--- config.mk ---
export PLATFORM = sky130hd
export DESIGN_NAME = rsp_mulmod_unit
export DESIGN_NICKNAME = d
export VERILOG_FILES = /design/src/hw/rtl/rsp_pkg.sv /design/src/hw/rtl/rsp_mulmod_unit.sv
export SDC_FILE = /design/constraint.sdc
export NUM_CORES = 1
export LEC_CHECK = 0
export BUFFER_PORTS_ARGS = -buffer_cell sky130_fd_sc_hd__buf_2
export CAP_MARGIN = 15
export CORE_AREA = 10 10 203 205
export DETAILED_ROUTE_END_ITERATION = 12
export DIE_AREA = 0 0 213 215
export PLACE_DENSITY = 0.81
export SYNTH_ARGS = -nofsm -noshare
export SYNTH_HDL_FRONTEND = slang
export SYNTH_SLANG_ARGS = --single-unit
--- constraint.sdc ---
create_clock -name clk -period 7.86 [get_ports clk]
set_input_delay 0.393 -clock clk [delete_from_list [all_inputs] [get_ports clk]]
set_output_delay 0.393 -clock clk [all_outputs]
set_load 0.02 [all_outputs]
--- src/hw/rtl/rsp_pkg.sv ---
package rsp_pkg;

    localparam int MOD_W    = 61;
    localparam int COEF_W   = 64;
    localparam int WORD_W   = 32;
    localparam int EXP_W    = 2 * WORD_W;
    localparam int CFG_IDX_W = 3;
    localparam int NUM_MODULI = 4;
    localparam int MIDX_W   = 2;
    localparam int BIT_W    = $clog2(COEF_W);

    // Register indexes of the configuration port.
    localparam logic [CFG_IDX_W-1:0] REG_LOG_BASE      = 3'd0;
    localparam logic [CFG_IDX_W-1:0] REG_DIGIT_POWER   = 3'd1;
    localparam logic [CFG_IDX_W-1:0] REG_MODULUS_ZERO  = 3'd2;
    localparam logic [CFG_IDX_W-1:0] REG_MODULUS_ONE   = 3'd3;
    localparam logic [CFG_IDX_W-1:0] REG_MODULUS_TWO   = 3'd4;
    localparam logic [CFG_IDX_W-1:0] REG_MODULUS_THREE = 3'd5;

    // Top bit positions for the two kinds of operation on the shared unit.
    localparam logic [BIT_W-1:0] TOP_FULL   = BIT_W'(COEF_W - 1);
    localparam logic [BIT_W-1:0] TOP_RESIDUE = BIT_W'(MOD_W - 1);

    typedef struct packed {
        logic             start;
        logic [BIT_W-1:0] top_bit;
    } mm_ctrl_t;

endpackage

--- src/hw/rtl/rsp_mulmod_unit.sv ---
module rsp_mulmod_unit
    import rsp_pkg::*;
(
    input  logic              clk,
    input  logic              rst_n,
    input  mm_ctrl_t          ctrl,
    input  logic [MOD_W-1:0]  op_a,
    input  logic [COEF_W-1:0] op_b,
    input  logic [MOD_W-1:0]  modulus,
    output logic              done,
    output logic [MOD_W-1:0]  result
);

    logic              busy_reg;
    logic              done_reg;
    logic [BIT_W-1:0]  bit_reg;
    logic [MOD_W-1:0]  r_reg;
    logic [MOD_W-1:0]  a_reg;
    logic [COEF_W-1:0] b_reg;

    logic [MOD_W:0]    dbl;
    logic [MOD_W:0]    dbl_red;
    logic [MOD_W:0]    sum;
    logic [MOD_W:0]    sum_red;
    logic [MOD_W-1:0]  r_next;

    // One bit of the multiplier per cycle, most significant first:
    // r = 2r mod m, then r = r + a mod m where the bit is set.
    always_comb
    begin
        dbl = {r_reg, 1'b0};
        if (dbl >= {1'b0, modulus})
        begin
            dbl_red = dbl - {1'b0, modulus};
        end
        else
        begin
            dbl_red = dbl;
        end
        sum = dbl_red + {1'b0, a_reg};
        if (sum >= {1'b0, modulus})
        begin
            sum_red = sum - {1'b0, modulus};
        end
        else
        begin
            sum_red = sum;
        end
        if (b_reg[bit_reg])
        begin
            r_next = sum_red[MOD_W-1:0];
        end
        else
        begin
            r_next = dbl_red[MOD_W-1:0];
        end
    end

    always_ff @(posedge clk or negedge rst_n)
    begin
        if (!rst_n)
        begin
            busy_reg <= 1'b0;
            done_reg <= 1'b0;
            bit_reg  <= '0;
            r_reg    <= '0;
            a_reg    <= '0;
            b_reg    <= '0;
        end
        else
        begin
            done_reg <= 1'b0;
            if (ctrl.start)
            begin
                busy_reg <= 1'b1;
                bit_reg  <= ctrl.top_bit;
                r_reg    <= '0;
                a_reg    <= op_a;
                b_reg    <= op_b;
            end
            else if (busy_reg)
            begin
                r_reg <= r_next;
                if (bit_reg == '0)
                begin
                    busy_reg <= 1'b0;
                    done_reg <= 1'b1;
                end
                else
                begin
                    bit_reg <= bit_reg - 1'b1;
                end
            end
        end
    end

    assign done   = done_reg;
    assign result = r_reg;

endmodule

After elaboration in Yosys (flattened, before gate mapping)
Cells that the tools add are included.
{"block": "op_classes", "add_sub_neg": 4, "eq_ne": 1, "order_cmp": 3, "n_mux": 16, "n_reduce_logical": 3}
{"cell": "$mux 61", "n": 4}
{"cell": "$ge 62x61->1", "n": 2}
{"cell": "$add 62x61->62", "n": 1}
{"cell": "$mux 62", "n": 1}
{"cell": "$sub 62x61->62", "n": 1}
{"cell": "$sub 61x61->61", "n": 1}
{"cell": "$mux 6", "n": 3}
{"cell": "$lt 6x7->1 const B", "n": 1}
{"cell": "$mux 1", "n": 7}
{"cell": "$bmux 1 s6", "n": 1}
{"cell": "$logic_not 6->1", "n": 1}
{"cell": "$sub 6x1->6 const B", "n": 1}
{"cell": "$ne 2x2->1 const B", "n": 1}
{"cell": "$reduce_and 2->1", "n": 1}
{"cell": "$reduce_bool 2->1", "n": 1}
{"block": "totals", "inputBits": 195, "word_cells": 33, "reg_bits": 194, "output_inout_bits": 62}

Depth between registers and ports, before layout
{"block": "depth", "ltp_word": 8, "mapped_depth": 42, "mapped_depth_nobuf": 37}

Worst setup path before layout
OpenSTA, ideal clock, no wires.
{"block": "synth_timing", "path_kind": "register to register", "from": "reg r_reg[0], in the netlist result[0]", "to": "reg r_reg[29], in the netlist result[29]", "arrival_ns": 8.053, "period_less_slack_ns": 8.179, "path_buffers": 4, "slack_ns": -0.319, "setup_ns": 0.126, "path_stages_with_launch": 38, "required_time_ns": 7.734, "cell_sequence": "dfrtp_1 -> fa_1 -> a211oi_1 -> o21ai_1 -> a31oi_2 -> a211oi_2 -> o21bai_1 -> a21oi_2 -> a2111oi_2 -> buf_2 -> buf_2 -> mux2_2 -> ha_1 -> buf_4 -> nand2_1 -> o21bai_1 -> o21ai_0 -> a2111o_1 -> [... 2 more ...] -> o21ai_0 -> o31ai_1 -> a21oi_1 -> xnor2_1 -> ha_1 -> a21o_1 -> a2111oi_0 -> a21oi_1 -> a21boi_1 -> o31ai_1 -> a21oi_1 -> o31ai_1 -> a2bb2oi_1 -> nor3_4 -> buf_4 -> mux2i_1 -> nor2_1 -> a221o_1"}
{"block": "synth_via", "elab_chain_len": 8, "word_cells_on_any_way": 10, "cone_classes": "add/sub (3); order compare (2); mux (5)"}
{"element": "start: declaration", "line_no": "rsp_mulmod_unit.sv:17", "rtl": "logic [MOD_W-1:0] r_reg;"}
{"element": "start signal: assignment", "line_no": "rsp_mulmod_unit.sv:83", "rtl": "r_reg <= r_next;"}
{"element": "$sub 62x61->62 / $ge 62x61->1 (equally long branches)", "line_no": "rsp_mulmod_unit.sv:34, rsp_mulmod_unit.sv:32"}
{"element": "$mux 62 (*)", "line_no": "rsp_mulmod_unit.sv:32", "rtl": "if (dbl >= {1'b0, modulus})"}
{"element": "$add 62x61->62", "line_no": "rsp_mulmod_unit.sv:40", "rtl": "sum = dbl_red + {1'b0, a_reg};"}
{"element": "$sub 61x61->61 / $ge 62x61->1 (equally long branches)", "line_no": "rsp_mulmod_unit.sv:43, rsp_mulmod_unit.sv:41"}
{"element": "$mux 61", "line_no": "rsp_mulmod_unit.sv:41", "rtl": "if (sum >= {1'b0, modulus})"}
{"element": "$mux 61 (*)", "line_no": "rsp_mulmod_unit.sv:49", "rtl": "if (b_reg[bit_reg])"}
{"element": "$mux 61 (*)", "line_no": "rsp_mulmod_unit.sv:81", "rtl": "else if (busy_reg)"}
{"element": "$mux 61 (*)", "line_no": "rsp_mulmod_unit.sv:73", "rtl": "if (ctrl.start)"}
Every way passes the cells marked *; elsewhere a longest branch is shown, timed or not. The select of a mux whose other input is x is not followed.
A chain may end at the register's enable or synchronous reset.

Worst setup path after layout
{"block": "layout_timing", "from": "reg r_reg[40], in the netlist result[40]", "to": "reg r_reg[49], in the netlist result[49]"}
The elaborated chain is that of the path after synthesis.

==> impl_results.md <==
* Worst Hold End: a_reg[8]
* Vias per cell at 6.36
* Max stage delay on crit path at 0.43 ns
* Layout cells sized above 1 at 0.458
* Main flop type after synthesis: dfrtp_1
* Max reg flops at 64
* DIE AREA at 0.0458 sq mm
* Status: complete, but fails checks
* RR Endpoint: result[49]
* FILL cells at 2374
* Syn Area/Cell at 8.34 sq um
* FF-to-FF path depth at 37
* Layout Skew at 0.0230 ns
* Most frequent cells in the layout: buf_4, buf_2, dfrtp_1
* R2R setup slack at -0.53 ns
* EDFF count, synth at 0
* Most common cell after layout, fill and taps aside: buf_4
* DIE WIDTH at 213 um
* Distinct cells, synth at 80
* Post-synth ARST share at 1.00
* Most used cell, CP: buf_6
* Largest area contributor in the netlist: dfrtp_1
* Failing checks: negative setup slack
* Row Count at 71
* Largest cells by area after synthesis: dfrtp_1, ha_1, mux2_2, a21oi_1, xnor2_1
* CP max FO at 8
* Fin crit share at 1.07
* Fin. Hold Viols at 0
* Syn_nets at 2795
* Synth Warn # at 0
* WP data required at 8.27 ns
* Synth top area share at 0.242
* RSZ-0062 raised after global routing: yes
* CTS clk-pin slew, worst paths at 0.09 ns
* Routed WL at 93800 um
* Setup ws final at -0.533 ns
* Slew @ Worst Pin at 1.30 ns
* CORE AREA at 0.0372 sq mm
* Largest net degree at the start of global routing at 90
* H-tree Lvls at 4
* Worst slew margin at 0.133
* HP Start: op_a[8]
* Setup CP Type: flop to flop
* Setup crit end kind: flop
* Met3 Use GR at 0.0872
* Slowest stage cell, crit path: ha_1
* Met1 Use GR at 0.469
* Cell Area, Synth at 0.0201 sq mm
* Clock sink count at 194
* DRT iter0 DRCs at 2864
* Hold Crit Depth at 2
* Antenna viol nets, final at 0
* PortBufs at 256
* Vias in the first global route at 24800
* Mapped Cells at 2410
* TritonCTS Buffers at 17
* I/O Pins at 257
* Initial core utilization at 0.540
* Die height at 215 um
* GR Overflow Total at 0
* Vias at 25000
* Crit path DAT at 8.80 ns
* DR WL/cell at 23.9 um
* GRT met2 Usage at 0.629
* NumNets Final at 3827
* Most Used Layer, Global Route: met2
* CP Launch Type: flop
* CTS tree: done
* Gpl congestion at 1.04
* F_max at 0.119 GHz
* P&R area growth vs syn at 52.4%
* Initial antenna violation count at 3
* R2r startpoint: result[40]
* Hold crit path type: input pin to flop
* Number of synthesized register bits at 194
* Endpoints failing setup at 61
* Drc violations at 0
* DP HPWL at 70000 um
* Final slew viol count at 0
* GRT Util Overall at 0.388
* Crit path time final at 8.39 ns
* TritonRoute pass-1 iters at 6
* First-pass GRT wire length at 139000 um
* Sequential-to-total area share from yosys stat at 0.242
* Setup TNS at -23.88 ns
* Root buf cell: clkbuf_16
* Clock latency on the worst-skew pair at 0.53 ns
* Max clock buf depth at 2
* Max-cap violations at 0
worst max-delay path by stage:
stage | from | depth (start not counted) | endpoint | slack [ns]
detailed placement | modulus[0] | 43 | result[18] | -1.23
global placement | modulus[0] | 43 | result[18] | -1.03
global route | result[14] | 37 | result[49] | -0.71
floorplan | result[1] | 34 | result[29] | 0.009
finish | result[40] | 37 | result[49] | -0.53
CTS | result[0] | 36 | result[2] | -0.07
critical path: cells and delay by family (launching register included):
| family | cells | cell delay, ns |
|---|---|---|
| AO/OA/AOI/OAI | 14 | 3.42 |
| AND/OR/NAND/NOR | 9 | 1.51 |
| buffers and inverters | 9 | 1.28 |
| adder cells (fa/ha/maj) | 3 | 1.14 |
| multiplexers | 2 | 0.52 |
| flip-flops | 1 | 0.40 |
what timing repair did:
action	in CTS	in global routing
hold buffers	1	0
gates cloned	5	2
setup buffers	41	34
resized for setup	239	144
pin swaps	132	78
setup endpoints to repair	61	61
endpoints found under the hold margin	74	0
routing by layer:
layer  vias up  part of all wire
li1      11000                 -
met5         -           0.00019
met3       396              0.11
met1     11900              0.37
met2      1687              0.46
met4         2             0.060
metrics by stage:
stage                     hold slack [ns]  setup slack [ns]  instances  area (sq um)   util
final                              0.0866            -0.533       3930         30600  0.823
after global routing               0.0917            -0.715       3930         30600  0.823
after CTS                          0.0695           -0.0737       3896         29700  0.797
after detailed placement            0.479             -1.23       3818         27600  0.741
after global placement              0.476             -1.03       3818         27600  0.741
after floorplan                    0.0974           0.00947       2410         20100      -
cells by family after synthesis:
kind of cell | Yosys count | synth area share
AO/OA/AOI/OAI | 823 | 0.261
XOR/XNOR | 162 | 0.0706
adder cells (fa/ha/maj) | 190 | 0.119
buffers and inverters | 230 | 0.0463
flip-flops | 194 | 0.242
multiplexers | 180 | 0.111
AND/OR/NAND/NOR | 631 | 0.150
Yosys cell counts, drive strengths merged, types with 7 or more instances:
master  instances
a211o           7
a211oi         33
a21boi          7
a21o           72
a21oi         241
a221o          24
a221oi          8
a22oi          19
a31oi          26
and2           14
and3           19
buf            37
clkbuf         81
dfrtp         194
ha            187
inv           112
mux2          133
mux2i          26
mux4           21
nand2         193
nand2b         20
nand3          50
nand4          47
nor2          159
nor2b          15
nor3           56
nor4            8
o211ai         25
o21a           41
o21ai         194
o21bai         28
o22ai          24
o31a           12
o31ai          17
or2             9
or3            15
xnor2          99
xor2           63
final cells by class:
| type | instances | area (sq um) | area share |
|---|---|---|---|
| multi-input cells | 1986 | 15900 | 0.520 |
| repair buffers | 1131 | 8220 | 0.268 |
| flip-flops and latches | 194 | 4860 | 0.158 |
| well taps | 474 | 593 | 0.0194 |
| clock buffers | 17 | 425 | 0.0139 |
| inverters | 112 | 420 | 0.0137 |
| clock inverters | 15 | 199 | 0.00649 |
| diodes | 1 | 2.50 | 0.0000817 |
Power is not shown: default switching activity piles up to over one toggle a cycle in this logic, so the estimate is an artifact.
